File: src/rtl/vu_pkg.sv
`timescale 1ns / 1ps
// vu_pkg: shared types, constants and helpers of the VU level meter
package vu_pkg;

  localparam int SAMPLE_W   = 24;
  localparam int SUM_W      = SAMPLE_W + 1;
  localparam int COEFF_W    = 24;
  localparam int GAIN_W     = COEFF_W + 1;
  localparam int FULL_W     = GAIN_W + SUM_W;
  localparam int PROD_W     = SAMPLE_W + COEFF_W + 1;
  localparam int LEVEL_W    = 40;
  localparam int ACC_W      = COEFF_W + LEVEL_W;
  localparam int MEAN_SH    = LEVEL_W - 1 - SAMPLE_W;

  localparam logic [GAIN_W-1:0]  COEFF_ONE = GAIN_W'(1) << COEFF_W;
  localparam logic [ACC_W-1:0]   ACC_HALF  = ACC_W'(1) << (COEFF_W - 1);
  localparam logic [LEVEL_W-1:0] LEVEL_MAX = LEVEL_W'(1) << (LEVEL_W - 1);

  localparam int POS_W      = 6;
  localparam int MANT_W     = 31;
  localparam int SQ_W       = 2 * MANT_W;
  localparam int FRAC_W     = 16;
  localparam int ATT_W      = POS_W + FRAC_W;
  localparam int LOG_K_W    = 23;
  localparam int ATT_PROD_W = ATT_W + LOG_K_W;
  localparam int ATT_RND_W  = ATT_PROD_W + 1;
  localparam int ATT_SH     = 32;
  localparam int ATT16_W    = ATT_RND_W - ATT_SH;

  localparam logic [LOG_K_W-1:0]   LOG_K    = 23'd6313057;
  localparam logic [ATT_RND_W-1:0] ATT_HALF = ATT_RND_W'(1) << (ATT_SH - 1);

  localparam int VU_W = 10;
  localparam int VU_WIDE_W = VU_W + 1;
  localparam logic signed [VU_WIDE_W-1:0] VU_OFFSET = 11'sd288;
  localparam logic signed [VU_WIDE_W-1:0] VU_MAX_W  = 11'sd48;
  localparam logic signed [VU_W-1:0]      VU_MIN    = -10'sd320;
  localparam logic signed [VU_W-1:0]      VU_MAX    = 10'sd48;
  localparam logic [ATT16_W-1:0]          VU_SPAN   = 14'd608;

  localparam int CFG_IDX_W  = 2;
  localparam int CFG_DATA_W = 24;
  localparam logic [CFG_IDX_W-1:0] CFG_SMOOTH   = 2'd0;
  localparam logic [CFG_IDX_W-1:0] CFG_CHANNELS = 2'd1;
  localparam logic [CFG_IDX_W-1:0] CFG_PEAK_THR = 2'd2;

  localparam int CH_W = 2;
  localparam logic [CH_W-1:0] CH_MONO = 2'd1;

  localparam logic [COEFF_W-1:0]   SMOOTH_RST = 24'd16776051;
  localparam logic [CH_W-1:0]      CH_RST     = 2'd2;
  localparam logic signed [VU_W-1:0] THR_RST  = 10'sd0;

  typedef struct packed {
    logic signed [SAMPLE_W-1:0] sample_left;
    logic signed [SAMPLE_W-1:0] sample_right;
    logic                       end_of_block;
  } vu_in_t;

  typedef struct packed {
    logic signed [VU_W-1:0] vu_reading;
    logic                   peak_hit;
  } vu_out_t;

  typedef struct packed {
    logic [COEFF_W-1:0]     smoothing_coeff;
    logic [CH_W-1:0]        channel_count;
    logic signed [VU_W-1:0] peak_threshold;
  } vu_cfg_t;

  typedef struct packed {
    logic vld;
    logic eob;
  } vu_tag_t;

  function automatic logic [SAMPLE_W-1:0] sample_mag(input logic signed [SAMPLE_W-1:0] s);
    logic [SAMPLE_W-1:0] u;
    u = s;
    return u[SAMPLE_W-1] ? (~u + SAMPLE_W'(1)) : u;
  endfunction

endpackage

File: src/rtl/vu_mean.sv
`timescale 1ns / 1ps
// vu_mean: input register, channel mean and weighting of the new sample
module vu_mean (
  input  logic                        clk,
  input  logic                        rst_n,
  input  logic                        in_fire,
  input  vu_pkg::vu_in_t              in_item,
  input  vu_pkg::vu_cfg_t             cfg,
  output vu_pkg::vu_tag_t             tag_o,
  output logic [vu_pkg::PROD_W-1:0]   prod_o
);

  logic [vu_pkg::SAMPLE_W-1:0] mag_l;
  logic [vu_pkg::SAMPLE_W-1:0] mag_r;
  logic [vu_pkg::SUM_W-1:0]    sum_nxt;
  logic [vu_pkg::SUM_W-1:0]    sum_a_r;
  logic                        vld_a_r;
  logic                        eob_a_r;
  logic [vu_pkg::GAIN_W-1:0]   gain;
  logic [vu_pkg::FULL_W-1:0]   prod_full;
  logic [vu_pkg::PROD_W-1:0]   prod_b_r;
  logic                        vld_b_r;
  logic                        eob_b_r;

  assign mag_l = vu_pkg::sample_mag(in_item.sample_left);
  assign mag_r = vu_pkg::sample_mag(in_item.sample_right);

  always_comb begin
    if (cfg.channel_count == vu_pkg::CH_MONO) begin
      sum_nxt = {mag_l, 1'b0};
    end else begin
      sum_nxt = {1'b0, mag_l} + {1'b0, mag_r};
    end
  end

  assign gain      = vu_pkg::COEFF_ONE - {1'b0, cfg.smoothing_coeff};
  assign prod_full = vu_pkg::FULL_W'(gain) * vu_pkg::FULL_W'(sum_a_r);

  always_ff @(posedge clk) begin
    if (!rst_n) begin
      vld_a_r <= 1'b0;
      vld_b_r <= 1'b0;
    end else begin
      vld_a_r <= in_fire;
      vld_b_r <= vld_a_r;
    end
  end

  always_ff @(posedge clk) begin
    if (in_fire) begin
      sum_a_r <= sum_nxt;
      eob_a_r <= in_item.end_of_block;
    end
    if (vld_a_r) begin
      prod_b_r <= prod_full[vu_pkg::PROD_W-1:0];
      eob_b_r  <= eob_a_r;
    end
  end

  assign tag_o  = '{vld: vld_b_r, eob: eob_b_r};
  assign prod_o = prod_b_r;

endmodule

File: config.mk
export PLATFORM = sky130hd
export DESIGN_NAME = vu_mean
export DESIGN_NICKNAME = d
export VERILOG_FILES = /design/src/rtl/vu_pkg.sv /design/src/rtl/vu_mean.sv
export SDC_FILE = /design/constraint.sdc
export NUM_CORES = 2
export LEC_CHECK = 0
export BUFFER_PORTS_ARGS = -buffer_cell sky130_fd_sc_hd__buf_2
export CORE_MARGIN = 3
export CORE_UTILIZATION = 60
export CTS_CLUSTER_SIZE = 25
export DETAILED_ROUTE_END_ITERATION = 7
export GPL_TIMING_DRIVEN = 1
export HOLD_SLACK_MARGIN = 0.05
export PLACE_DENSITY = 0.79
export SYNTH_ARGS = -nofsm -noshare
export SYNTH_HDL_FRONTEND = slang
export SYNTH_SLANG_ARGS = --single-unit
File: constraint.sdc
create_clock -name clk -period 10.8 [get_ports clk]
set_clock_uncertainty 0.2 [all_clocks]
set_input_delay 0.54 -clock clk [delete_from_list [all_inputs] [get_ports clk]]
set_output_delay 0.54 -clock clk [all_outputs]
set_load 0.005 [all_outputs]
* Word-level counts from Yosys, hierarchy flattened
Cells that the tools add are included.
Word-level totals: register bits 78, input bits 88
Operators by class: $add $sub $neg 4, $mul 1, equality and inequality tests 1, mux-type cells 3, bitwise operators 2
Operators by type and width (count):
- multiplier 25 x 25 -> 49 bit | 1
- adder 24 x 1 -> 24 bit (second input constant) | 2
- two-way mux 24 bit | 2
- inverter 24 bit | 2
- adder 24 x 24 -> 25 bit | 1
- two-way mux 25 bit | 1
- subtractor 25 x 24 -> 25 bit (first input constant) | 1
- equality test 2 x 1 -> 1 bit (second input constant) | 1

* Logic depth before layout (Yosys ltp)
depth after elaboration 5, depth in mapped cells 36, gate-level depth less buffers 33

* Least setup slack after synthesis
No wires, ideal clock.
kind input to register, start point in cfg[14] (netlist name), end point reg prod_b_r (netlist bit prod_o[45]) (data pin), setup time 0.272 ns, data arrival time 8.739 ns, data required time 10.328 ns, path slack 1.589 ns, stages on the path 35, buffers on the path 2, cell sequence nor2_1 -> nand3_1 -> or3_1 -> buf_2 -> or3_1 -> or2_4 -> nor4_4 -> nand2b_2 -> nor2_1 -> xnor2_1 -> clkbuf_1 -> nand2_1 -> fa_1 -> inv_1 -> fa_1 -> inv_1 -> fa_1 -> fa_1 -> inv_1 -> fa_1 -> fa_1 -> inv_1 -> fa_1 -> inv_1 -> ha_1 -> a21o_1 -> o21bai_1 -> a21oi_1 -> o21ai_0 -> a41oi_1 -> o21ai_1 -> a21oi_1 -> a31oi_1 -> and4b_1 -> or4_1
Between the ends: longest elaborated chain between the ends 2
Ends and longest elaborated chain:
- start: declaration | RTL line vu_mean.sv:8 | input vu_pkg::vu_cfg_t cfg,
- subtractor 25 x 24 -> 25 bit | RTL line vu_mean.sv:36 | assign gain = vu_pkg::COEFF_ONE - {1'b0, cfg.smoothing_coeff};
- multiplier 25 x 25 -> 49 bit | RTL line vu_mean.sv:37 | assign prod_full = vu_pkg::FULL_W'(gain) * vu_pkg::FULL_W'(sum_a_r);
- via prod_full, one bit | RTL line vu_mean.sv:20 | logic [vu_pkg::FULL_W-1:0] prod_full;
- end signal: assignment | RTL line vu_mean.sv:55 | prod_b_r <= prod_full[vu_pkg::PROD_W-1:0];
- end: declaration | RTL line vu_mean.sv:21 | logic [vu_pkg::PROD_W-1:0] prod_b_r;
The timed path passes the listed nets, and every way through them passes these cells. A chain may end at the register's enable or synchronous reset.

* Worst setup path after layout
start point in cfg[12] (netlist name), end point reg prod_b_r (netlist bit prod_o[45]) (data pin)
Same word-level chain as after synthesis.

==> flow_summary_export.csv <==
group,metric,value,unit
sta,finalHoldViolations,0,
sta,fin_ws,0.563,ns
finish,drive_above_1_share,0.0717,
global_routing,overflow,0,
global_routing,grt_pass1_wl,103,mm
clocking,numCtsBuffers,9,
synth,avgSynthCellArea,9.10,um2
finish,syn2layout_area_growth,6.04,%
clocking,clk_latency,0.38,ns
route,vias,19000,
route,vias_per_cell,5.61,
sta,slew_viol_final,0,
sta,timing.fmax,97.7,MHz
global_routing,grt_pass1_vias,20800,
clocking,cts_resized,0,
floorplanning,core,41300,um2
clocking,htreeDepth,3,
placed_design,place_congestion,0.906,
setup_path,arrival,10.18,ns
floorplanning,pin_count,139,
placed_design,dpl_worst_slack,0.164,ns
global_routing,antenna_found_initial,8,
setup_path,crit_top_cell,"fa_1",
floorplanning,start_util,0.613,
setup_path,criticalPathCategory,"primary input to flop",
synth,synthCells,2782,
clocking,cts_tree,"done",
synth,ys_warn_count,0,
synth,async_reset_ff_frac,0,
route,drtPass1Iterations,6,
sta,rsz0062_at_grt,"no",
synth,synth-main-ff-cell,"edfxtp_1",
placed_design,io_buffers,128,
sta,slew_headroom,0.0630,
setup_path,slowest_delay,0.59,ns
clocking,postCtsSetupRepairBufs,0,
global_routing,grt_start_max_net_pins,52,
route,drt_wl_total,62.5,mm
floorplanning,die_width,211,um
setup_path,worstSetupStartpointType,"primary input",
status,status,"completed",
synth,synth_area,25300,um2
placed_design,hpwl,50.4,mm
sta,tns,0,ns
clocking,cts_root_buf,"clkbuf_16",
route,drc_errors,0,
min_path,hold_path.class,"primary input to flop",
clocking,hold_buffers,0,
floorplanning,dieHeight,211,um
finish,fin_nets,3662,
synth,synth_cell_types,68,
sta,period_minus_slack,10.24,ns
route,dr.first_iter.drc_count,1354,
synth,synth-seq-area-share,0.0917,
synth,syn-num-nets,3603,
floorplanning,placementRows,74,
route,ant_nets,0,
floorplanning,die_area,44700,um2
clocking,clockBufferDepth,2,
flow_run,timing.max_cap.violations,0,
clocking,clk_pin_slew,0.08,ns
synth,ys_seq_elements,78,
finish,layout_common_cells,"inv_1, fa_1, and2_1",
global_routing,grt_util_all_layers,0.293,
route,drt-wirelength-per-cell,18.5,um
setup_path,cp_slowest_cell,"fa_1",
finish,final_common_cell,"inv_1",
sta,post-route-period-util,0.948,
synth,synth_enable_flop_cells,76,
sta,setup_violations,0,
setup_path,worstPathRequired,10.74,ns
clocking,clock-sinks,78,
setup_path,cp_max_fo,12,
setup_path,crit_path_end_kind,"flop",
sta,worst_pin_slew,1.40,ns
[sequential cells by signal (all words and copies together) (netlist names)]
signal and count:
sum_a_r 25, vld_b_r 1, vld_a_r 1, eob_b_r 1
prod_o 49, eob_a_r 1
[stage by stage]
| step | area, um2 | utilization | hold WS (ns) | instances |
|---|---|---|---|---|
| after global routing | 26800 | 0.650 | 0.125 | 3382 |
| final | 26800 | 0.650 | 0.136 | 3384 |
| after floorplan | 25300 | - | 0.200 | 2782 |
| after global placement | 26500 | 0.642 | 0.219 | 3362 |
| after detailed placement | 26500 | 0.642 | 0.223 | 3362 |
| after CTS | 26800 | 0.650 | 0.111 | 3378 |
[area by class of cell]
| class | count | area (um2) |
|---|---|---|
| Multi-Input combinational cell | 1963 | 20200 |
| Fill cell | 3275 | 14400 |
| Sequential cell | 78 | 2320 |
| Inverter | 619 | 2320 |
| Timing Repair Buffer | 170 | 956 |
| Tap cell | 532 | 666 |
| Clock buffer | 10 | 229 |
| Clock inverter | 6 | 95.1 |
| Antenna cell | 6 | 15.0 |
[cells in the mapped netlist, types with 5 or more instances]
master / count / share of area
ha_1: 207 / 0.10
nor3_1: 15 / 0.0030
inv_1: 618 / 0.092
a21oi_1: 69 / 0.014
o21a_1: 7 / 0.0021
and2_1: 347 / 0.086
a211oi_1: 7 / 0.0021
nand2_1: 343 / 0.051
nor2_1: 52 / 0.0077
clkbuf_1: 113 / 0.017
edfxtp_1: 76 / 0.090
o21bai_1: 9 / 0.0027
or4_1: 8 / 0.0024
nand3_1: 18 / 0.0036
xnor2_1: 97 / 0.034
a21o_1: 30 / 0.0089
nor4_1: 8 / 0.0020
nor2b_1: 5 / 0.0012
o211ai_1: 7 / 0.0021
and3_1: 18 / 0.0044
o31ai_1: 14 / 0.0042
fa_1: 526 / 0.42
xor2_1: 35 / 0.012
a31oi_1: 9 / 0.0022
or3_1: 9 / 0.0022
nand2b_1: 9 / 0.0022
o21ai_0: 60 / 0.012
[metal layers]
metal | track usage | wire (um) | vias to the layer above | part of all wire
li1 | - | - | 8507 | -
met2 | 0.484 | 30000 | 833 | 0.48
met1 | 0.367 | 24100 | 9487 | 0.38
met3 | 0.0858 | 6270 | 159 | 0.10
met5 | 0 | 13 | - | 0.00021
met4 | 0.113 | 2170 | 2 | 0.035
[cells by family after synthesis]
| family | after synthesis | synth area share |
|---|---|---|
| adder cells (fa/ha/maj) | 733 | 0.518 |
| AND/OR/NAND/NOR | 854 | 0.174 |
| flip-flops | 78 | 0.0917 |
| multiplexers | 1 | 0.000395 |
| buffers and inverters | 741 | 0.111 |
| XOR/XNOR | 132 | 0.0457 |
| AO/OA/AOI/OAI | 243 | 0.0599 |
[worst max-delay path: cells and delay by family]
kind	cells	cell delay, ns
and+or+nand+nor	8	2.46
xor gates and xnor gates	1	0.56
adders and majority gates	9	4.17
AOI/OAI and AO/OA	8	1.74
buffers and inverters	8	0.67
[final timing paths]
check / from / endpoint / slack [ns] / cells past startpoint
worst max-delay path: cfg[12] / prod_o[45] / 0.56 / 34
worst min-delay path: in_item[0] / eob_a_r / 0.14 / 1
worst max register to register: sum_a_r[3] / prod_o[45] / 2.14 / 23
worst min register to register: eob_a_r / eob_b_r / 0.24 / 0
Power is left out: the tool's default activity adds up to more than one toggle a clock period on the data nets, which glitch-free logic cannot reach.
