File: src/rtl/vu_pkg.sv
`timescale 1ns / 1ps
// vu_pkg: shared types, constants and helpers of the VU level meter
package vu_pkg;

  localparam int SAMPLE_W   = 24;
  localparam int SUM_W      = SAMPLE_W + 1;
  localparam int COEFF_W    = 24;
  localparam int GAIN_W     = COEFF_W + 1;
  localparam int FULL_W     = GAIN_W + SUM_W;
  localparam int PROD_W     = SAMPLE_W + COEFF_W + 1;
  localparam int LEVEL_W    = 40;
  localparam int ACC_W      = COEFF_W + LEVEL_W;
  localparam int MEAN_SH    = LEVEL_W - 1 - SAMPLE_W;

  localparam logic [GAIN_W-1:0]  COEFF_ONE = GAIN_W'(1) << COEFF_W;
  localparam logic [ACC_W-1:0]   ACC_HALF  = ACC_W'(1) << (COEFF_W - 1);
  localparam logic [LEVEL_W-1:0] LEVEL_MAX = LEVEL_W'(1) << (LEVEL_W - 1);

  localparam int POS_W      = 6;
  localparam int MANT_W     = 31;
  localparam int SQ_W       = 2 * MANT_W;
  localparam int FRAC_W     = 16;
  localparam int ATT_W      = POS_W + FRAC_W;
  localparam int LOG_K_W    = 23;
  localparam int ATT_PROD_W = ATT_W + LOG_K_W;
  localparam int ATT_RND_W  = ATT_PROD_W + 1;
  localparam int ATT_SH     = 32;
  localparam int ATT16_W    = ATT_RND_W - ATT_SH;

  localparam logic [LOG_K_W-1:0]   LOG_K    = 23'd6313057;
  localparam logic [ATT_RND_W-1:0] ATT_HALF = ATT_RND_W'(1) << (ATT_SH - 1);

  localparam int VU_W = 10;
  localparam int VU_WIDE_W = VU_W + 1;
  localparam logic signed [VU_WIDE_W-1:0] VU_OFFSET = 11'sd288;
  localparam logic signed [VU_WIDE_W-1:0] VU_MAX_W  = 11'sd48;
  localparam logic signed [VU_W-1:0]      VU_MIN    = -10'sd320;
  localparam logic signed [VU_W-1:0]      VU_MAX    = 10'sd48;
  localparam logic [ATT16_W-1:0]          VU_SPAN   = 14'd608;

  localparam int CFG_IDX_W  = 2;
  localparam int CFG_DATA_W = 24;
  localparam logic [CFG_IDX_W-1:0] CFG_SMOOTH   = 2'd0;
  localparam logic [CFG_IDX_W-1:0] CFG_CHANNELS = 2'd1;
  localparam logic [CFG_IDX_W-1:0] CFG_PEAK_THR = 2'd2;

  localparam int CH_W = 2;
  localparam logic [CH_W-1:0] CH_MONO = 2'd1;

  localparam logic [COEFF_W-1:0]   SMOOTH_RST = 24'd16776051;
  localparam logic [CH_W-1:0]      CH_RST     = 2'd2;
  localparam logic signed [VU_W-1:0] THR_RST  = 10'sd0;

  typedef struct packed {
    logic signed [SAMPLE_W-1:0] sample_left;
    logic signed [SAMPLE_W-1:0] sample_right;
    logic                       end_of_block;
  } vu_in_t;

  typedef struct packed {
    logic signed [VU_W-1:0] vu_reading;
    logic                   peak_hit;
  } vu_out_t;

  typedef struct packed {
    logic [COEFF_W-1:0]     smoothing_coeff;
    logic [CH_W-1:0]        channel_count;
    logic signed [VU_W-1:0] peak_threshold;
  } vu_cfg_t;

  typedef struct packed {
    logic vld;
    logic eob;
  } vu_tag_t;

  function automatic logic [SAMPLE_W-1:0] sample_mag(input logic signed [SAMPLE_W-1:0] s);
    logic [SAMPLE_W-1:0] u;
    u = s;
    return u[SAMPLE_W-1] ? (~u + SAMPLE_W'(1)) : u;
  endfunction

endpackage

File: src/rtl/vu_integ.sv
`timescale 1ns / 1ps
// vu_integ: one-pole level integrator
module vu_integ (
  input  logic                        clk,
  input  logic                        rst_n,
  input  vu_pkg::vu_tag_t             tag_i,
  input  logic [vu_pkg::PROD_W-1:0]   prod_i,
  input  vu_pkg::vu_cfg_t             cfg,
  output vu_pkg::vu_tag_t             tag_o,
  output logic [vu_pkg::LEVEL_W-1:0]  level_o
);

  logic [vu_pkg::ACC_W-1:0]   a_by_i;
  logic [vu_pkg::ACC_W-1:0]   mean_term;
  logic [vu_pkg::ACC_W-1:0]   acc;
  logic [vu_pkg::LEVEL_W-1:0] level_nxt;
  logic [vu_pkg::LEVEL_W-1:0] level_r;
  logic                       vld_c_r;
  logic                       eob_c_r;

  assign a_by_i    = vu_pkg::ACC_W'(cfg.smoothing_coeff) * vu_pkg::ACC_W'(level_r);
  assign mean_term = {prod_i, {vu_pkg::MEAN_SH{1'b0}}};
  assign acc       = a_by_i + mean_term + vu_pkg::ACC_HALF;
  assign level_nxt = acc[vu_pkg::ACC_W-1:vu_pkg::COEFF_W];

  always_ff @(posedge clk) begin
    if (!rst_n) begin
      vld_c_r <= 1'b0;
      level_r <= '0;
    end else begin
      vld_c_r <= tag_i.vld;
      if (tag_i.vld) begin
        level_r <= level_nxt;
      end
    end
  end

  always_ff @(posedge clk) begin
    if (tag_i.vld) begin
      eob_c_r <= tag_i.eob;
    end
  end

  assign tag_o   = '{vld: vld_c_r, eob: eob_c_r};
  assign level_o = level_r;

  a_level_bound: assert property (@(posedge clk) disable iff (!rst_n)
    level_r <= vu_pkg::LEVEL_MAX)
    else $error("integrator above full scale");

endmodule

File: config.mk
export PLATFORM = sky130hd
export DESIGN_NAME = vu_integ
export DESIGN_NICKNAME = d
export VERILOG_FILES = /design/src/rtl/vu_pkg.sv /design/src/rtl/vu_integ.sv
export SDC_FILE = /design/constraint.sdc
export NUM_CORES = 2
export LEC_CHECK = 0
export BUFFER_PORTS_ARGS = -buffer_cell sky130_fd_sc_hd__buf_2
export CAP_MARGIN = 25
export CELL_PAD_IN_SITES_DETAIL_PLACEMENT = 2
export CELL_PAD_IN_SITES_GLOBAL_PLACEMENT = 2
export CORE_UTILIZATION = 45
export CTS_CLUSTER_DIAMETER = 80
export DETAILED_ROUTE_END_ITERATION = 12
export MAX_ROUTING_LAYER = met4
export PLACE_DENSITY_LB_ADDON = 0.1
export SLEW_MARGIN = 20
export SYNTH_ARGS = -nofsm -noshare
export SYNTH_HDL_FRONTEND = slang
export SYNTH_SLANG_ARGS = --single-unit
File: constraint.sdc
create_clock -name clk -period 24.2 [get_ports clk]
set_input_delay 4.84 -clock clk [delete_from_list [all_inputs] [get_ports clk]]
set_output_delay 4.84 -clock clk [all_outputs]
set_load 0.02 [all_outputs]
# Word level (Yosys, flattened, before mapping)
# Index checks and enable logic that the tools add are counted.
[classes] n_addsub=2 multipliers=1
[ops] op="adder 64 x 24 -> 64 bit (second input constant)" n=1
[ops] op="adder 64 bit" n=1
[ops] op="multiplier 24 x 40 -> 64 bit" n=1
[totals] ff_bits=42 inputBits=89 out_inout_bits=42 elab_cells=6

# Depth between registers and ports, before layout
[depth] word_depth=3 mapped_depth=28

# Least setup slack after synthesis
# Ideal clock, no wire load.
[synth_timing] kind="input to register" startpoint="in cfg[12] in the netlist's numbering" endpoint="reg level_r (netlist bit level_o[35])" setup_ns=0.062 t_arrival_ns=11.738 required_ns=24.138 path_slack_ns=12.400 stages=27 cell_sequence="clkbuf_1 > clkbuf_1 > nand2_1 > fa_1 > inv_1 > fa_1 > inv_1 > fa_1 > inv_1 > fa_1 > inv_1 > fa_1 > inv_1 > fa_1 > inv_1 > fa_1 > inv_1 > ha_1 > clkbuf_1 > nand3_1 > or4_1 > o32a_1 > and4_4 > or3b_1 > a211o_1 > a21bo_1 > nand3_1"
[synth_between] elab_chain_len=3
[synth_lines] item="start, declared" line="vu_integ.sv:8" source="input vu_pkg::vu_cfg_t cfg,"
[synth_lines] item="multiplier 24 x 40 -> 64 bit" line="vu_integ.sv:21" source="assign a_by_i = vu_pkg::ACC_W'(cfg.smoothing_coeff) * vu_pkg::ACC_W'(level_r);"
[synth_lines] item="adder 64 bit" line="vu_integ.sv:23" source="assign acc = a_by_i + mean_term + vu_pkg::ACC_HALF;"
[synth_lines] item="adder 64 x 24 -> 64 bit" line="vu_integ.sv:23"
[synth_lines] item="end signal, assigned" line="vu_integ.sv:33" source="level_r <= level_nxt;"
[synth_lines] item="end, declared" line="vu_integ.sv:17" source="logic [vu_pkg::LEVEL_W-1:0] level_r;"
# No other way between the ends.
# A chain may end at the register's enable or synchronous reset.

# Worst setup path after layout
[layout_timing] startpoint="in cfg[13] in the netlist's numbering" endpoint="reg level_r (netlist bit level_o[30])"
# The elaborated chain is that of the path after synthesis.

==> results <==
- The post-CTS setup-driven buffer insertion count is 0.
- Across the run, the number of max-cap violations was 0.
- The data required time of the worst path is 24.43 ns.
- The count of TritonRoute iterations in the first routing pass is 5.
- Averaged over all synthesized cells, the footprint is 8.82 µm².
- The die extent in x is 271 µm.
- The met1 routed wirelength after detailed routing is 45,700 µm.
- Compared with the post-synthesis result, the final layout area differs by 5.34%.
- The Yosys step of the flow raised 0 warnings.
- Clock tree synthesis inserted a total of 5 buffers.
- The final instance count without filler cells is 4,640.
- The most common flop cell mapped by yosys is dfxtp_1.
- The overall fraction of global-route tracks in use is 36.1%.
- The hold buffer count at cts is 0.
- The final weighted congestion in routability-driven placement is 0.874.
- On the final layout, the worst clock skew is 0.0148 ns.
- The arrival time at the worst endpoint is 13.36 ns.
- The area of the multi-input gates is 0.0276 mm².
- The fraction of the core area covered by cells at the end of the flow is 48.1%.
- The clock passes through at most 2 buffers.
- The clock period could shrink to 13.14 ns.
- Including well taps, the total number of placed cells is 4,629.
- Detailed routing inserted a total of 25.9k vias.
- The count of pins on the block boundary is 131.
- After synthesis, flip-flops and latches occupy 2.60% of the total area.
- The count of input and output buffers is 118.
- The via count normalized by instance count is 5.58.
- Setup violations remaining at the end of the flow were counted as 0.
- Once the floorplan was initialized, standard cells occupied 45.6% of the core.
- The final sum of negative setup slack is 0 ns.
- The tree is rooted in a clkbuf_16.
- The pin count of the biggest net entering global routing is 41.
- The routed length on met3 is 4740 µm.
- The detailed route wirelength on metal2 is 66,300 µm.
- Of all nets on the critical path, the largest fanout is 21.
- The synthesized flop and latch total is 42.
- The synthesized design spends more area on one cell type than any other, namely fa_1.
- The post-synth design cell area is 0.0327 mm².
- After floorplanning, the core was divided into 98 placement rows.
- The total placed instance area is 0.0342 mm².
- In this run the most critical hold path is launched from level_o[19]$_SDFFE_PN0P_.
- The number of nets in the layout is 4,871.
- The number of DRC markers after the initial detailed-route iteration is 1,199.
- After layout, the worst path uses 54.3% of the clock period.
- By startpoint and endpoint, the worst setup path is classified as in2reg.
- In the final layout, flip-flops and latches occupy 855 µm².
- The number of enable flip-flop cells after synthesis is 1.
- The remaining design rule violation count is 0.
- The top metal layer carrying routed signals is met4.
- The clock latency reported for the late side of the worst-skew pair is 0.30 ns.
- The via count of the first global-routing pass came to 32.5k.
- The count of nets left with antenna violations once routing finished came out at 0.
- In this run, distinct cell masters in the synthesized netlist total 68.
- The beginning of the critical path is cfg[13].
- The worst hold-check path type is reg2reg.
- From bottom edge to top edge, the die measures 271 µm.
- The aggregate global routing overflow is 0.
- The measured slew at the worst slew-check pin is 1.11 ns.
- The repair_antennas step left the layout with diodes totalling 0.
- Summed over all nets, the half-perimeter wirelength after detailed placement is 97,900 µm.
- Synthesis produced 3,704 cells.
- The synthesized design devotes to its leading area cell type 54.0% of total area.
- For this design, the sink count on the clock tree is 42.
- The total wire length after detailed routing is 124,000 µm.
- In the final layout, the share of cells above drive strength 1 is 5.31%.
- Static timing analysis puts the maximum clock frequency at 76.1 MHz.
- The worst register-to-register path begins at level_o[24]$_SDFFE_PN0P_.
- Dividing the detail-routed wire length by the instance count gives 26.8 µm.
- With fillers left out, the area of the finished cells amounts to 0.0344 mm².
- The number of antenna violations at the first check in global routing came to 6.
- In this run the standard cell core region covers 0.0716 mm².
- The clock edge transition at the registers on the reported setup and hold paths is 0.07 ns.
- By area the synthesized netlist is led by fa_1 54%, inv_1 11%, ha_1 8.1%.
- The filler cell count is 7,938.
- The flow ran to the end, and the final reports show no timing, DRC or antenna violations.
- The TritonCTS clock tree is yes.
- The sort of element at the start of the critical path is an input port.
- The H-tree was split into 2 levels.
- The first-pass GRT wire length is 193,000 µm.
- Setup repair after global routing left no endpoint under its margin.
- In this run, post-CTS repair resized a total of 0 instances.
- The share of synthesized flip-flops with an asynchronous set or reset is 0%.
- STA classifies the critical path endpoint as a register.
- The die footprint is 0.0737 mm².
- Headroom to the max-slew limit came out at 25.7%.
- The final-report hold violation count is 0.
- The max-slew violation count came to 0.
- Synthesis produced a netlist with a net count of 4,886.
-- kinds of logic (layout without fill, tap and decap cells) --
| logic type | Yosys count | after routing | synth area share [%] |
|---|---|---|---|
| AOI/OAI and AO/OA | 217 | 217 | 4.35 |
| xor gates and xnor gates | 23 | 23 | 0.617 |
| adders and majority gates | 1093 | 1093 | 62.1 |
| buffers and inverters | 1132 | 1118 | 13.0 |
| DFF | 42 | 42 | 2.60 |
| muxes | 14 | 14 | 0.429 |
| and+or+nand+nor | 1183 | 1183 | 16.9 |
-- synth_stat cells, types with 11 or more instances --
| library cell | count |
|---|---|
| a21o_1 | 26 |
| a21oi_1 | 62 |
| and2_1 | 319 |
| and3_1 | 11 |
| clkbuf_1 | 194 |
| dfxtp_1 | 41 |
| fa_1 | 881 |
| ha_1 | 212 |
| inv_1 | 928 |
| mux2i_1 | 14 |
| nand2_1 | 698 |
| nand3_1 | 31 |
| nand4_1 | 23 |
| nor2_1 | 53 |
| o21ai_0 | 42 |
| xor2_1 | 13 |
-- metrics by stage --
stage / setup slack, ns / hold slack [ns]
6_report: 11.06 / 0.493
5_1_grt: 10.82 / 0.523
4_1_cts: 11.19 / 0.490
3_5_place_dp: 10.89 / 0.479
3_3_place_gp: 11.20 / 0.451
2_1_floorplan: 12.40 / 0.589
-- critical path, cell delays in order --
cell and delay, ns:
buf_2 0.48, buf_4 0.46, nand2_1 0.13, fa_1 0.53
inv_1 0.08, fa_1 0.56, fa_1 0.56, inv_1 0.06
fa_1 0.52, inv_1 0.06, fa_1 0.51, fa_1 0.53
inv_1 0.06, fa_1 0.53, inv_1 0.06, ha_1 0.49
a2111oi_0 0.23, a221oi_1 0.28, nand2_1 0.12, o32ai_1 0.72
o21bai_1 0.25, a31oi_2 0.30, a41oi_2 0.30, or4_1 0.58
nand3_1 0.09
-- cell type report --
| type | instances | share of cell area (%) |
|---|---|---|
| sequential | 42 | 2.48 |
| clock buffer | 5 | 0.364 |
| inverter | 931 | 10.2 |
| tap | 950 | 3.45 |
| multi-input combinational | 2530 | 80.1 |
| clock inverter | 3 | 0.0545 |
| timing repair buffer | 179 | 3.41 |
-- registers in the layout, summed over array words and instances, names as in the netlist --
signal and flops:
eob_c_r 1, vld_c_r 1, level_o 40
-- layout by cell type (no fill, tap or decap), types with 5 or more instances in the layout --
master | synthesis | routed
buf_2 | 3 | 117
nor2_1 | 53 | 53
clkbuf_16 | 0 | 5
nor3_1 | 10 | 10
nand2b_1 | 5 | 5
buf_4 | 2 | 54
o31ai_1 | 9 | 9
dfxtp_1 | 41 | 38
a21oi_1 | 62 | 62
o211ai_1 | 5 | 5
inv_1 | 928 | 928
and2_1 | 319 | 319
nand3_1 | 31 | 31
mux2i_1 | 14 | 14
o21a_1 | 6 | 6
nor4_1 | 5 | 5
xor2_1 | 13 | 13
xnor2_1 | 10 | 10
nand4_1 | 23 | 23
or3_1 | 8 | 8
and3_1 | 11 | 11
ha_1 | 212 | 212
nand2_1 | 698 | 698
o21bai_1 | 10 | 10
a31oi_1 | 7 | 7
a21o_1 | 26 | 26
buf_12 | 0 | 5
fa_1 | 881 | 881
o21ai_0 | 42 | 42
-- worst paths after layout --
kind / endpoint / slack (ns) / cells after the start
min reg2reg: level_o[19]$_SDFFE_PN0P_ / 0.49 / 2
max reg2reg: level_o[30]$_SDFFE_PN0P_ / 15.51 / 24
min: level_o[19]$_SDFFE_PN0P_ / 0.49 / 2
max: level_o[30]$_SDFFE_PN0P_ / 11.06 / 25
-- layer usage --
| metal | up-vias | GRT usage, % |
|---|---|---|
| met2 | 874 | 65.5 |
| met4 | 0 | 17.9 |
| met5 | - | - |
| met3 | 444 | 2.94 |
| li1 | 10653 | - |
| met1 | 13913 | 39.5 |
Power is left out: the tool's default activity adds up to more than one toggle a clock period on the data nets, which glitch-free logic cannot reach.
