$ cat config.mk
export PLATFORM = sky130hd
export DESIGN_NAME = vu_ofifo
export DESIGN_NICKNAME = d
export VERILOG_FILES = /design/src/rtl/vu_pkg.sv /design/src/rtl/vu_ofifo.sv
export SDC_FILE = /design/constraint.sdc
export NUM_CORES = 1
export LEC_CHECK = 0
export BUFFER_PORTS_ARGS = -buffer_cell sky130_fd_sc_hd__buf_4
export CORE_AREA = 2 2 186 188
export DETAILED_ROUTE_END_ITERATION = 10
export DIE_AREA = 0 0 188 190
export PLACE_DENSITY = 0.68
export SETUP_SLACK_MARGIN = 0.02
export SLEW_MARGIN = 40
export SYNTH_ARGS = -nofsm -noshare
export SYNTH_HDL_FRONTEND = slang
export SYNTH_SLANG_ARGS = --single-unit
$ cat constraint.sdc
create_clock -name clk -period 3.1 [get_ports clk]
set_input_delay 0.31 -clock clk [delete_from_list [all_inputs] [get_ports clk]]
set_output_delay 0.31 -clock clk [all_outputs]
set_load 0.03 [all_outputs]
$ cat src/rtl/vu_pkg.sv
`timescale 1ns / 1ps
// vu_pkg: shared types, constants and helpers of the VU level meter
package vu_pkg;

  localparam int SAMPLE_W   = 24;
  localparam int SUM_W      = SAMPLE_W + 1;
  localparam int COEFF_W    = 24;
  localparam int GAIN_W     = COEFF_W + 1;
  localparam int FULL_W     = GAIN_W + SUM_W;
  localparam int PROD_W     = SAMPLE_W + COEFF_W + 1;
  localparam int LEVEL_W    = 40;
  localparam int ACC_W      = COEFF_W + LEVEL_W;
  localparam int MEAN_SH    = LEVEL_W - 1 - SAMPLE_W;

  localparam logic [GAIN_W-1:0]  COEFF_ONE = GAIN_W'(1) << COEFF_W;
  localparam logic [ACC_W-1:0]   ACC_HALF  = ACC_W'(1) << (COEFF_W - 1);
  localparam logic [LEVEL_W-1:0] LEVEL_MAX = LEVEL_W'(1) << (LEVEL_W - 1);

  localparam int POS_W      = 6;
  localparam int MANT_W     = 31;
  localparam int SQ_W       = 2 * MANT_W;
  localparam int FRAC_W     = 16;
  localparam int ATT_W      = POS_W + FRAC_W;
  localparam int LOG_K_W    = 23;
  localparam int ATT_PROD_W = ATT_W + LOG_K_W;
  localparam int ATT_RND_W  = ATT_PROD_W + 1;
  localparam int ATT_SH     = 32;
  localparam int ATT16_W    = ATT_RND_W - ATT_SH;

  localparam logic [LOG_K_W-1:0]   LOG_K    = 23'd6313057;
  localparam logic [ATT_RND_W-1:0] ATT_HALF = ATT_RND_W'(1) << (ATT_SH - 1);

  localparam int VU_W = 10;
  localparam int VU_WIDE_W = VU_W + 1;
  localparam logic signed [VU_WIDE_W-1:0] VU_OFFSET = 11'sd288;
  localparam logic signed [VU_WIDE_W-1:0] VU_MAX_W  = 11'sd48;
  localparam logic signed [VU_W-1:0]      VU_MIN    = -10'sd320;
  localparam logic signed [VU_W-1:0]      VU_MAX    = 10'sd48;
  localparam logic [ATT16_W-1:0]          VU_SPAN   = 14'd608;

  localparam int CFG_IDX_W  = 2;
  localparam int CFG_DATA_W = 24;
  localparam logic [CFG_IDX_W-1:0] CFG_SMOOTH   = 2'd0;
  localparam logic [CFG_IDX_W-1:0] CFG_CHANNELS = 2'd1;
  localparam logic [CFG_IDX_W-1:0] CFG_PEAK_THR = 2'd2;

  localparam int CH_W = 2;
  localparam logic [CH_W-1:0] CH_MONO = 2'd1;

  localparam logic [COEFF_W-1:0]   SMOOTH_RST = 24'd16776051;
  localparam logic [CH_W-1:0]      CH_RST     = 2'd2;
  localparam logic signed [VU_W-1:0] THR_RST  = 10'sd0;

  typedef struct packed {
    logic signed [SAMPLE_W-1:0] sample_left;
    logic signed [SAMPLE_W-1:0] sample_right;
    logic                       end_of_block;
  } vu_in_t;

  typedef struct packed {
    logic signed [VU_W-1:0] vu_reading;
    logic                   peak_hit;
  } vu_out_t;

  typedef struct packed {
    logic [COEFF_W-1:0]     smoothing_coeff;
    logic [CH_W-1:0]        channel_count;
    logic signed [VU_W-1:0] peak_threshold;
  } vu_cfg_t;

  typedef struct packed {
    logic vld;
    logic eob;
  } vu_tag_t;

  function automatic logic [SAMPLE_W-1:0] sample_mag(input logic signed [SAMPLE_W-1:0] s);
    logic [SAMPLE_W-1:0] u;
    u = s;
    return u[SAMPLE_W-1] ? (~u + SAMPLE_W'(1)) : u;
  endfunction

endpackage

$ cat src/rtl/vu_ofifo.sv
`timescale 1ns / 1ps
// vu_ofifo: result queue with registered output stage
module vu_ofifo #(
  parameter int DEPTH = 32
) (
  input  logic            clk,
  input  logic            rst_n,
  input  logic            wr_en,
  input  vu_pkg::vu_out_t wr_item,
  output logic            out_valid,
  input  logic            out_ready,
  output vu_pkg::vu_out_t out_item
);

  localparam int AW    = $clog2(DEPTH);
  localparam int CNT_W = $clog2(DEPTH + 1);

  vu_pkg::vu_out_t  mem [DEPTH];
  logic [AW-1:0]    wr_ptr_r;
  logic [AW-1:0]    rd_ptr_r;
  logic [CNT_W-1:0] count_r;
  logic             out_valid_r;
  vu_pkg::vu_out_t  out_item_r;
  logic             load;

  assign load = (count_r != '0) && (!out_valid_r || out_ready);

  always_ff @(posedge clk) begin
    if (!rst_n) begin
      wr_ptr_r    <= '0;
      rd_ptr_r    <= '0;
      count_r     <= '0;
      out_valid_r <= 1'b0;
    end else begin
      if (wr_en) begin
        wr_ptr_r <= (wr_ptr_r == AW'(DEPTH - 1)) ? '0 : wr_ptr_r + AW'(1);
      end
      if (load) begin
        rd_ptr_r <= (rd_ptr_r == AW'(DEPTH - 1)) ? '0 : rd_ptr_r + AW'(1);
      end
      count_r <= count_r + CNT_W'(wr_en) - CNT_W'(load);
      if (load) begin
        out_valid_r <= 1'b1;
      end else if (out_ready) begin
        out_valid_r <= 1'b0;
      end
    end
  end

  always_ff @(posedge clk) begin
    if (wr_en) begin
      mem[wr_ptr_r] <= wr_item;
    end
    if (load) begin
      out_item_r <= mem[rd_ptr_r];
    end
  end

  assign out_valid = out_valid_r;
  assign out_item  = out_item_r;

  a_no_overflow: assert property (@(posedge clk) disable iff (!rst_n)
    wr_en |-> ((count_r < CNT_W'(DEPTH)) || load))
    else $error("result queue overflow");

endmodule

# Yosys cells after proc, flatten, opt, wreduce, memory -nomap -nowiden
# Memories as Yosys holds them, arrays and structs flattened. A register that Yosys moved wholly into a read port is not among the register bits.
# Cells that the tools add are included.
dict set report totals {
  register_bits 17
  latch_bits 0
  mem_bits_rw 352
  romBits 0
  in_bits 15
  out_inout_bits 12
  word_cells 22
  memories 1
}
# memory depth width read_ports rd_clocked_by_memory_dff wr line_no
set memory_table {}
lappend memory_table {mem 32 11 1 1 1 vu_ofifo.sv:18} ;# vu_pkg::vu_out_t mem [DEPTH];
dict set report op_classes {
  n_addsub 4
  mul 0
  div 0
  n_lt_le_gt_ge 0
  n_eq_ne 2
  n_shift 0
  muxes 6
  bitwise 0
  reduce_logical 5
}
# operator n
set ops {}
lappend ops {{$add 5x1->5 const B} 2}
lappend ops {{$eq 5x5->1 const B} 2}
lappend ops {{$mux 5} 2}
lappend ops {{$add 6x1->6} 1}
lappend ops {{$reduce_bool 6->1} 1}
lappend ops {{$sub 6x1->6} 1}
lappend ops {{$mux 1} 4}
lappend ops {{$reduce_bool 2->1} 1}
lappend ops {{$logic_and 1x1->1} 1}
lappend ops {{$logic_not 1->1} 1}
lappend ops {{$logic_or 1x1->1} 1}

# Depth between registers and ports, before layout
# Gate-level depths: netlist (run 1).
dict set report logic_depth {
  depth_word 4
  depth_mapped 15
  ltp_nobuf 14
}

# Least setup slack after synthesis (run 1)
# No wires, ideal clock.
dict set report synth_path {
  path_kind {register to register}
  start {reg count_r[4]}
  end {reg count_r[4]}
  setup_time_ps 120
  t_arrival_ps 2872
  t_required_ps 2980
  slack_ps 107
  stages_incl_launch_ff 16
  n_path_buf 1
  period_less_slack_ps 2993
  cell_sequence {dfxtp_1 > inv_1 > ha_1 > nor4bb_1 > nand2b_1 > clkbuf_1 > inv_1 > ha_1 > inv_1 > ha_1 > inv_1 > fa_1 > nand2b_1 > a21oi_1 > o21a_1 > nor3_1}
}
dict set report synth_via {
  elab_chain_len 3
  word_cells_on_any_way 4
  classes_between {add/sub (2); reduce/logical (2)}
}
# element line_no
set synth_rtl {}
lappend synth_rtl {{start, declared} vu_ofifo.sv:21} ;# logic [CNT_W-1:0] count_r;
lappend synth_rtl {{start signal, assigned} vu_ofifo.sv:41} ;# count_r <= count_r + CNT_W'(wr_en) - CNT_W'(load);
lappend synth_rtl {{$reduce_bool 6->1} vu_ofifo.sv:26} ;# assign load = (count_r != '0) && (!out_valid_r || out_ready);
lappend synth_rtl {{$logic_and 1x1->1} vu_ofifo.sv:26}
lappend synth_rtl {{named net load} vu_ofifo.sv:24} ;# logic load;
lappend synth_rtl {{$sub 6x1->6} vu_ofifo.sv:41}
# The timed path passes the listed nets, and every way through them passes these cells.
# A chain may end at the register's enable or synchronous reset.

# Worst setup path in the final report (run 1)
# Same ends and word-level chain as after synthesis.

==> flow_summary_export.csv, run 1 <==
group,metric,value,unit
place,placed_area,0.0159,sq mm
die,die_y,190,um
detailed_routing,route.detailed.vias_per_inst,5.67,
die,dieWidth,188,um
clock_tree,clock_insertion_delay_worst_skew,520,ps
detailed_routing,postRouteWirelength,31200,um
setup_path,critPathLaunchType,"flop",
detailed_routing,drt_first_iter_violations,661,
clock_tree,post_cts_resize_count,0,
place,detailed_place_hpwl,18400,um
cells_and_area,insertedDiodeCount,0,
synth,asyncSetResetFlopFracSynth,0,%
clock_tree,clock_tree_from_tritoncts,"done",
die,floorplan.rows,68,
cells_and_area,layout-drive-gt1-share,23.9,%
power,p_leak,5.44,nW
timing,timing.clock.skew,18.4,ps
detailed_routing,drt_pre_antenna_iters,5,
cells_and_area,layout.cells.most_common,"sky130_fd_sc_hd__edfxtp_1",
die,io-pin-count,27,
clock_tree,ctsLongestPathBuffers,3,
setup_path,endpoint_kind,"flop",
cells_and_area,count_of_nets_after_finishing,858,
grt,number_of_antenna_violations_at_the_first_check_in_global_routing,0,
synth,synth.lib_cells_used.distinct,52,
synth,post_synth_inst_count,752,
synth,seq_area_frac_synth,75.0,%
timing,grt_setup_unrepaired,"false",
synth,synth_edf_count,363,
cells_and_area,design_area,0.0171,sq mm
clock_tree,cts_hold_buf,0,
timing,finalHoldViolations,0,
synth,avgSynthCellArea,19.9,sq um
cells_and_area,final-instance-count-excl-fill,1309,
timing,post-route-min-period,2700,ps
timing,finalCritPeriodShare,87.2,%
timing,post-route-worst-setup-slack,397,ps
cells_and_area,areaGrowthSynthToFinish,13.9,%
grt,grt_overflow_total,0,
power,power,13.0,mW
grt,vias_in_the_first_global_route,7318,
power,power.ir.vdd_worst,0.476,mV
grt,grt_start_max_net_pins,61,
die,floorplan.initialDensity,44.1,%
flow_run,cap_violations,0,
setup_path,crit_arrival,3080,ps
clock_tree,cts_sinks,380,
place,place.gp.congestion,0.765,
timing,maxSlewViolCount,0,
power,pwr_density,760,mW/mm^2
place,port_buffers,26,
clock_tree,root_buffer,"sky130_fd_sc_hd__clkbuf_16",
detailed_routing,post_drt_wl_per_cell,23.9,um
place,dp_cells,1243,
timing,worst_pin_slew,845,ps
synth,post_synth_net_total,783,
status,status,"complete, no violations",
synth,yosys_register_bits,380,
grt,grt_pass1_wl,47200,um
detailed_routing,detailroute.via_count,7419,
setup_path,critPathKind,"flop to flop",
die,core_area,0.0339,sq mm
synth,commonest_register_cell_after_synthesis,"sky130_fd_sc_hd__edfxtp_1",
clock_tree,cts-buffers-inserted,37,
timing,fmax,370,MHz
synth,yosysWarningCount,0,
detailed_routing,antenna_violating_nets_post_route,0,
timing,slew_headroom,43.7,%
timing,timing.setup.tns,0,ps
clock_tree,cts.repair_timing.setup_buffer_count,0,
die,die-area,0.0357,sq mm
setup_path,critical_path_peak_fanout,2,
place,place_ws,397,ps
clock_tree,clkTransAtPathRegs,60,ps
clock_tree,h_tree_level_count,2,
setup_path,worstPathRequired,3470,ps
grt,global_route_usage_over_all_layers,17.7,%
synth,synthesis.area,0.0150,sq mm
cells_and_area,most_used_cells_in_the_layout_excluding_fill_and_tap_cells,"sky130_fd_sc_hd__edfxtp_1 (363), sky130_fd_sc_hd__buf_4 (75), sky130_fd_sc_hd__mux4_2 (59)",
timing,setup_viol_count_final,0,
min_path,hold_path_class,"input port to flop",
detailed_routing,route.detailed.drc,0,
==> synth_stat cells, types with 4 or more instances <==
| master | number | area [sq um] |
|---|---|---|
| sky130_fd_sc_hd__o22ai_1 | 10 | 62.6 |
| sky130_fd_sc_hd__inv_1 | 15 | 56.3 |
| sky130_fd_sc_hd__nand2b_1 | 8 | 50.1 |
| sky130_fd_sc_hd__a2111oi_2 | 9 | 135 |
| sky130_fd_sc_hd__o221ai_1 | 11 | 96.3 |
| sky130_fd_sc_hd__clkbuf_1 | 16 | 60.1 |
| sky130_fd_sc_hd__ha_1 | 15 | 188 |
| sky130_fd_sc_hd__mux4_2 | 59 | 1330 |
| sky130_fd_sc_hd__nor2_1 | 31 | 116 |
| sky130_fd_sc_hd__nand2_1 | 6 | 22.5 |
| sky130_fd_sc_hd__nand3_1 | 6 | 30.0 |
| sky130_fd_sc_hd__o21ai_0 | 4 | 20.0 |
| sky130_fd_sc_hd__a21oi_1 | 27 | 135 |
| sky130_fd_sc_hd__edfxtp_1 | 363 | 10900 |
| sky130_fd_sc_hd__nand3b_1 | 4 | 30.0 |
| sky130_fd_sc_hd__buf_6 | 6 | 67.6 |
| sky130_fd_sc_hd__mux4_1 | 7 | 184 |
| sky130_fd_sc_hd__a22o_1 | 11 | 96.3 |
| sky130_fd_sc_hd__mux2i_1 | 49 | 490 |
| sky130_fd_sc_hd__and3_1 | 4 | 25.0 |
| sky130_fd_sc_hd__a22oi_1 | 12 | 90.1 |
| sky130_fd_sc_hd__buf_2 | 11 | 55.1 |
| sky130_fd_sc_hd__dfxtp_1 | 17 | 340 |
| sky130_fd_sc_hd__buf_4 | 4 | 30.0 |
| sky130_fd_sc_hd__nor3_1 | 16 | 80.1 |
==> area by class of cell <==
class	count	area [sq um]
timing repair buffer	78	623
clock inverter	18	109
clock buffer	48	1010
fill	2696	16900
sequential	380	11200
inverter	15	56.3
multi-input combinational	315	3450
tap	455	569
==> stage by stage <==
stage	utilization, %	hold WS (ps)
floorplan	-	409
global placement	47.0	512
detailed placement	47.0	525
CTS	50.3	38.2
global route	50.3	66.0
finish	50.3	51.3
==> layer usage <==
layer | track usage (%) | share of wire [%] | vias up
met2 | 27.8 | 48 | 239
met1 | 25.8 | 44 | 3869
met5 | 0 | 0 | -
li1 | - | - | 3264
met4 | 5.60 | 2.4 | 0
met3 | 2.71 | 5.7 | 47
==> flip-flops by register name (all words and copies together), names as in the netlist <==
| name | cells |
|---|---|
| mem | 352 |
| wr_ptr_r | 5 |
| count_r | 6 |
| rd_ptr_r | 5 |
| out_item | 11 |
| out_valid | 1 |
==> kinds of logic (layout without fill, tap and decap cells) <==
kind of cell             after synthesis  in the layout  share of synthesized area [%]
flip-flops                           380            380                           75.0
AO/OA/AOI/OAI                         95             95                           4.94
multiplexers                         115            115                           13.4
AND/OR/NAND/NOR                       87             87                           2.96
adder cells (fa/ha/maj)               16             16                           1.39
XOR/XNOR                               2              2                          0.117
buffers and inverters                 57            159                           2.21
==> power by group <==
part	switching (mW)	internal (mW)	leakage [nW]
Clock	1.80	2.38	0.545
Combinational	1.51	1.31	1.48
Sequential	0.144	5.83	3.42
==> critical path, stage by stage, from the launching register on <==
cell and delay [ps]:
sky130_fd_sc_hd__dfxtp_1 300, sky130_fd_sc_hd__inv_1 70, sky130_fd_sc_hd__ha_1 150, sky130_fd_sc_hd__nor4bb_1 340, sky130_fd_sc_hd__nand2b_1 180, sky130_fd_sc_hd__inv_1 70
sky130_fd_sc_hd__ha_1 270, sky130_fd_sc_hd__inv_1 50, sky130_fd_sc_hd__ha_1 150, sky130_fd_sc_hd__inv_1 60, sky130_fd_sc_hd__fa_1 420, sky130_fd_sc_hd__nand2b_1 170
sky130_fd_sc_hd__a21oi_1 180, sky130_fd_sc_hd__o21a_1 130, sky130_fd_sc_hd__nor3_1 40
==> final timing paths <==
| kind | startpoint | to | slack [ps] | depth (start not counted) |
|---|---|---|---|---|
| max | count_r[4] | count_r[4] | 400 | 14 |
| min | rst_n | count_r[0] | 50 | 2 |
| max reg2reg | count_r[4] | count_r[4] | 400 | 14 |
| min reg2reg | wr_ptr_r[1] | wr_ptr_r[1] | 540 | 2 |
(Power assumes the default switching activity.)
==> run 2, diff against run 1 <==
- CTS_BUF_LIST: not set -> sky130_fd_sc_hd__clkbuf_8
==> run 2 against run 1 <==
Effect of this change:
- first-iteration DRC count is 9.4% higher
- wire length is 0.36% higher
- global-route usage is 0.17 points higher
- final area is 0.23% lower
- combinational power hardly changed
- clock skew is 8.5 ps higher
- highest routed layer unchanged
- non-clock buffer count is 1 higher
- die area stayed put
- hold slack better by 9.0 ps
- register-to-register slack hardly changed
- critical path depth stayed put
==> flow_summary_export.csv, run 2 (synthesized netlist as in run 1, its figures left out) <==
group,metric,value,unit
power,clock_power_share,30.3,%
cells_and_area,areaGrowthSynthToFinish,13.6,%
clock_tree,post_cts_resize_count,0,
power,pwr-share-seq,47.4,%
clock_tree,cts_sinks,380,
detailed_routing,drt_first_iter_violations,723,
place,detailed_place_hpwl,18400,um
timing,maxSlewViolCount,0,
die,io-pin-count,27,
place,placed_area,0.0159,sq mm
place,port_buffers,26,
timing,post-route-min-period,2700,ps
clock_tree,cts.repair_timing.setup_buffer_count,0,
power,power.share.combinational,22.3,%
cells_and_area,insertedDiodeCount,0,
grt,grt_pass1_wl,47500,um
setup_path,critical_path_peak_fanout,2,
power,p_leak,5.52,nW
setup_path,crit_arrival,3150,ps
die,dieWidth,188,um
grt,grt_start_max_net_pins,61,
detailed_routing,route.detailed.vias_per_inst,5.57,
cells_and_area,final.fill_count,2697,
clock_tree,clock_tree_from_tritoncts,"done",
detailed_routing,post_drt_wl_per_cell,23.3,um
cells_and_area,regMostFlops,"mem",
flow_run,cap_violations,0,
timing,fmax,371,MHz
cells_and_area,layout-drive-gt1-share,25.7,%
clock_tree,cts-buffers-inserted,56,
grt,grt_overflow_total,0,
power,switching_share,27.7,%
min_path,timing.hold.worst_path_depth,3,
power,power.ir.vdd_worst,0.469,mV
setup_path,worst-r2r-cell-count,14,
cells_and_area,multi_input_gate_area,0.00345,sq mm
timing,grt_setup_unrepaired,"false",
die,die-area,0.0357,sq mm
timing,slew_headroom,45.1,%
power,p_switching,3.50,mW
cells_and_area,most_used_cells_in_the_layout_excluding_fill_and_tap_cells,"sky130_fd_sc_hd__edfxtp_1 (363), sky130_fd_sc_hd__buf_4 (75), sky130_fd_sc_hd__clkbuf_8 (61)",
min_path,hold_path_class,"input port to flop",
clock_tree,root_buffer,"sky130_fd_sc_hd__clkbuf_8",
setup_path,worstPathRequired,3550,ps
timing,finalCritPeriodShare,87.0,%
timing,finalHoldViolations,0,
cells_and_area,ff_latch_area,0.0112,sq mm
cells_and_area,number_of_flip_flops_in_the_largest_register,352,
cells_and_area,count_of_nets_after_finishing,878,
setup_path,critPathKind,"flop to flop",
grt,number_of_antenna_violations_at_the_first_check_in_global_routing,0,
die,die_y,190,um
cells_and_area,design_area,0.0170,sq mm
detailed_routing,drt_pre_antenna_iters,4,
power,internal-power,9.11,mW
setup_path,endpoint_kind,"flop",
grt,vias_in_the_first_global_route,7519,
power,pwr_density,741,mW/mm^2
timing,timing.setup.tns,0,ps
clock_tree,clkTransAtPathRegs,60,ps
clock_tree,ctsLongestPathBuffers,3,
clock_tree,clock_insertion_delay_worst_skew,600,ps
detailed_routing,antenna_violating_nets_post_route,0,
die,floorplan.initialDensity,44.1,%
timing,timing.clock.skew,26.9,ps
die,floorplan.rows,68,
timing,setup_viol_count_final,0,
grt,global_route_usage_over_all_layers,17.9,%
detailed_routing,detailroute.via_count,7503,
die,core_area,0.0339,sq mm
clock_tree,h_tree_level_count,2,
detailed_routing,route.detailed.drc,0,
timing,worst_pin_slew,824,ps
status,status,"complete, no violations",
cells_and_area,layout.cells.most_common,"sky130_fd_sc_hd__edfxtp_1",
detailed_routing,postRouteWirelength,31400,um
timing,holdWs,60.3,ps
setup_path,critPathLaunchType,"flop",
place,place.gp.congestion,0.765,
run 2: cell types whose count changed in the layout (fill, tap and decap cells not counted), sizes merged:
cell | before | now
bufinv | 1 | 2
clkbuf | 48 | 61
clkinv | 15 | 17
clkinvlp | 1 | 3
dlygate4sd3 | 0 | 1
inv | 16 | 35
run 2: final timing paths:
check               from           to  slack (ps)
max           count_r[4]   count_r[4]         400
min            out_ready    out_valid          60
max reg2reg   count_r[4]   count_r[4]         400
min reg2reg  wr_ptr_r[1]  wr_ptr_r[1]         530
run 2: what timing repair did:
item,in CTS,in global routing
endpoints found under the setup margin,0,0
hold endpoints to repair,1,0
hold buffers,1,0
run 2: worst max-delay path: stages (launching register included):
cell	delay, ps
sky130_fd_sc_hd__dfxtp_1	300
sky130_fd_sc_hd__inv_1	70
sky130_fd_sc_hd__ha_1	150
sky130_fd_sc_hd__nor4bb_1	340
sky130_fd_sc_hd__nand2b_1	180
sky130_fd_sc_hd__inv_1	60
sky130_fd_sc_hd__ha_1	270
sky130_fd_sc_hd__inv_1	50
sky130_fd_sc_hd__ha_1	150
sky130_fd_sc_hd__inv_1	60
sky130_fd_sc_hd__fa_1	420
sky130_fd_sc_hd__nand2b_1	160
sky130_fd_sc_hd__a21oi_1	180
sky130_fd_sc_hd__o21a_1	130
sky130_fd_sc_hd__nor3_1	40
run 2: final cells by class:
class                      count  area share, %
clock buffer                  61           4.93
sequential                   380           66.1
clock inverter                42           1.34
tap                          455           3.34
multi-input combinational    315           20.3
timing repair buffer          79           3.72
inverter                      15          0.331
run 2: through the flow:
step	setup slack (ps)	instances	utilization, %	power, mW
6_report	402	1347	50.2	12.6
5_1_grt	107	1347	50.2	13.2
4_1_cts	376	1347	50.2	12.7
3_5_place_dp	397	1243	47.0	8.94
3_3_place_gp	472	1243	47.0	8.90
2_1_floorplan	107	752	-	8.07
run 2: power by group through the flow:
stage	clock [mW]	combinational, mW	sequential (mW)
final	3.82	2.82	5.98
after global routing	4.13	3.04	5.99
after CTS	3.90	2.85	5.98
after detailed placement	0	2.85	6.09
after global placement	0	2.81	6.09
after floorplan	0	1.92	6.15
run 2: per-layer routing:
layer | track usage, % | vias up | part of all wire, %
met2 | 28.0 | 260 | 47
met3 | 2.90 | 54 | 5.9
li1 | - | 3301 | -
met5 | 0 | - | 0
met1 | 25.9 | 3888 | 44
met4 | 6.03 | 0 | 2.7
==> run 3, diff against run 2 <==
- ABC_AREA: not set -> 1
- CORE_AREA: 2 2 186 188 -> 2 2 194 196
- DIE_AREA: 0 0 188 190 -> 0 0 196 198
- SETUP_SLACK_MARGIN: 0.02 -> not set
==> run 3 against run 2 <==
Effect of this change:
- final area is 6.9% higher
- via count is 44% higher
- sequential share of layout area is 4.2 points lower
- fmax is 3.8% higher
- setup slack better by 100 ps
- largest cell class unchanged
- die area is 8.6% higher
- cell count is 57% higher
- power is 11% higher
- combinational power is 39% higher
- synthesized area is 8.4% higher
- clock-buffer cell count is 1 higher
- sequential power is 2% higher
==> flow_summary_export.csv, run 3 <==
group,metric,value,unit
setup_path,critical_path_peak_fanout,8,
timing,slew_headroom,49.2,%
cells_and_area,multi_input_gate_area,0.00384,sq mm
power,p_leak,7.49,nW
timing,worst_pin_slew,761,ps
die,die-area,0.0388,sq mm
setup_path,critPathLaunchType,"flop",
setup_path,crit_path_cell_trace,"inv_1, ha_1, nand4_1, nand2_1, inv_1, ha_1, inv_1, ha_1, inv_1, fa_1, o31ai_1, o21ai_0, a21oi_1",
synth,synth_edf_count,363,
detailed_routing,post_drt_wl_per_cell,17.8,um
detailed_routing,postRouteWirelength,37700,um
setup_path,endpoint_kind,"flop",
synth,synth.top_cell.area_share,67.1,%
detailed_routing,antenna_violating_nets_post_route,0,
timing,maxSlewViolCount,0,
synth,asyncSetResetFlopFracSynth,0,%
cells_and_area,layout-drive-gt1-share,9.23,%
timing,timing.clock.skew,26.9,ps
synth,netlist_top_cells_area,"sky130_fd_sc_hd__edfxtp_1 (67%), sky130_fd_sc_hd__nand2_1 (12%), sky130_fd_sc_hd__nand3_1 (6.8%)",
die,floorplan.rows,71,
detailed_routing,route.detailed.drc,0,
clock_tree,post_cts_resize_count,0,
grt,number_of_antenna_violations_at_the_first_check_in_global_routing,0,
synth,post_synth_net_total,1569,
place,place.gp.congestion,0.858,
setup_path,critical-path-top-cell-by-count,"sky130_fd_sc_hd__inv_1",
clock_tree,clkTransAtPathRegs,60,ps
cells_and_area,ff_latch_area,0.0112,sq mm
power,pwr_density,772,mW/mm^2
detailed_routing,drt_pre_antenna_iters,6,
timing,setup_viol_count_final,0,
clock_tree,h_tree_level_count,2,
clock_tree,ctsLongestPathBuffers,3,
cells_and_area,regMostFlops,"mem",
synth,post_synth_most_frequent_cells,"sky130_fd_sc_hd__nand2_1 (514), sky130_fd_sc_hd__edfxtp_1 (363), sky130_fd_sc_hd__nand3_1 (220), sky130_fd_sc_hd__inv_1 (204), sky130_fd_sc_hd__nor2_1 (65)",
timing,finalHoldViolations,0,
cells_and_area,layout.cells.most_common,"sky130_fd_sc_hd__nand2_1",
synth,yosys_register_bits,380,
die,die_y,198,um
detailed_routing,route.detailed.vias_per_inst,5.11,
clock_tree,cts_hold_buf,2,
detailed_routing,drt_first_iter_violations,1123,
cells_and_area,number_of_flip_flops_in_the_largest_register,352,
place,detailed_place_hpwl,22100,um
place,port_buffers,26,
setup_path,critPathMaxStageDelay,430,ps
power,power.ir.vdd_worst,0.434,mV
cells_and_area,most_used_cells_in_the_layout_excluding_fill_and_tap_cells,"sky130_fd_sc_hd__nand2_1 (514), sky130_fd_sc_hd__edfxtp_1 (363), sky130_fd_sc_hd__inv_1 (225)",
grt,global_route_usage_over_all_layers,19.8,%
clock_tree,root_buffer,"sky130_fd_sc_hd__clkbuf_8",
clock_tree,cts-buffers-inserted,61,
cells_and_area,areaGrowthSynthToFinish,11.9,%
clock_tree,clock_insertion_delay_worst_skew,620,ps
cells_and_area,final.fill_count,3273,
setup_path,critPathKind,"flop to flop",
clock_tree,cts.repair_timing.setup_buffer_count,0,
synth,seq_area_frac_synth,69.2,%
flow_run,cap_violations,0,
status,status,"complete, no violations",
grt,grt_overflow_total,0,
synth,count_leader_synth,"sky130_fd_sc_hd__nand2_1",
grt,grt_pass1_wl,58900,um
synth,synth_largest_area_cell,"sky130_fd_sc_hd__edfxtp_1",
clock_tree,cts_sinks,380,
synth,avgSynthCellArea,10.6,sq um
timing,grt_setup_unrepaired,"false",
die,core_area,0.0370,sq mm
timing,finalCritPeriodShare,83.8,%
power,power,14.1,mW
grt,vias_in_the_first_global_route,10600,
timing,fmax,385,MHz
die,io-pin-count,27,
timing,timing.setup.tns,0,ps
clock_tree,clock_tree_from_tritoncts,"done",
setup_path,crit_arrival,3120,ps
cells_and_area,count_of_nets_after_finishing,1631,
setup_path,cpMaxStageDelayCell,"sky130_fd_sc_hd__fa_1",
min_path,hold_path_class,"input port to flop",
timing,post-route-min-period,2600,ps
cells_and_area,insertedDiodeCount,0,
synth,synthesis.area,0.0163,sq mm
synth,post_synth_inst_count,1538,
synth,synth.lib_cells_used.distinct,25,
synth,yosysWarningCount,0,
synth,commonest_register_cell_after_synthesis,"sky130_fd_sc_hd__edfxtp_1",
detailed_routing,detailroute.via_count,10800,
die,floorplan.initialDensity,44.0,%
grt,grt_start_max_net_pins,96,
die,dieWidth,196,um
setup_path,worstPathRequired,3630,ps
-- run 3: changes by cell type after synthesis, sizes merged, moves of 11 or more --
cell	previous run	this run
o211ai	0	11
o221ai	11	0
nand3	6	220
inv	15	207
nand2	6	514
nor2	31	65
buf	26	57
a22oi	12	0
a22o	11	0
mux2i	49	0
mux4	66	0
nor3	16	4
-- run 3: power by group --
| group | internal (mW) | switching (mW) | total, mW |
|---|---|---|---|
| Combinational | 1.16 | 2.75 | 3.91 |
| Clock | 2.10 | 1.91 | 4.02 |
| Sequential | 5.87 | 0.256 | 6.12 |
-- run 3: logic make-up (layout without fill, tap and decap cells) --
| group | after synthesis | in the layout | share of synthesized area, % |
|---|---|---|---|
| flops | 380 | 380 | 69.2 |
| buf+inv | 281 | 389 | 7.24 |
| compound gates | 56 | 56 | 1.93 |
| simple gates | 805 | 805 | 20.4 |
| fa+ha+maj | 16 | 16 | 1.28 |
-- run 3: final timing paths --
path	slack [ps]	startpoint	end	depth (start not counted)
min reg2reg	530	wr_ptr_r[1]	wr_ptr_r[1]	2
max	500	count_r[2]	count_r[4]	13
max reg2reg	500	count_r[2]	count_r[4]	13
min	60	out_ready	out_valid	6
-- run 3: final cells by class --
type / count / share of cell area (%)
clock buffers: 62 / 4.69
well taps: 474 / 3.26
inverters: 207 / 4.28
multi-input cells: 877 / 21.1
flip-flops and latches: 380 / 61.8
repair buffers: 73 / 3.31
clock inverters: 47 / 1.53
-- run 3: through the flow --
| stage | worst slack (ps) | instance area, sq um | cells | hold slack (ps) | util (%) |
|---|---|---|---|---|---|
| after floorplan | 496 | 16300 | 1538 | 409 | - |
| after global placement | 597 | 17000 | 2009 | 511 | 46.1 |
| after detailed placement | 525 | 17000 | 2009 | 515 | 46.1 |
| after CTS | 494 | 18200 | 2120 | 32.8 | 49.2 |
| after global routing | 210 | 18200 | 2120 | 67.5 | 49.2 |
| final | 502 | 18200 | 2120 | 64.5 | 49.2 |
-- run 3: layer usage --
layer	up-vias	track usage, %	share of wire [%]
met5	-	0	0
met4	0	9.76	3.7
met3	81	3.30	7.1
met2	415	31.8	48
met1	5146	26.3	42
li1	5195	-	-
-- run 3: worst max-delay path, delay by kind of cell, from the launching register on --
family / cells / cell delay [ps]
compound gates: 3 / 550
buf+inv: 4 / 310
flops: 1 / 320
fa+ha+maj: 4 / 970
simple gates: 2 / 360
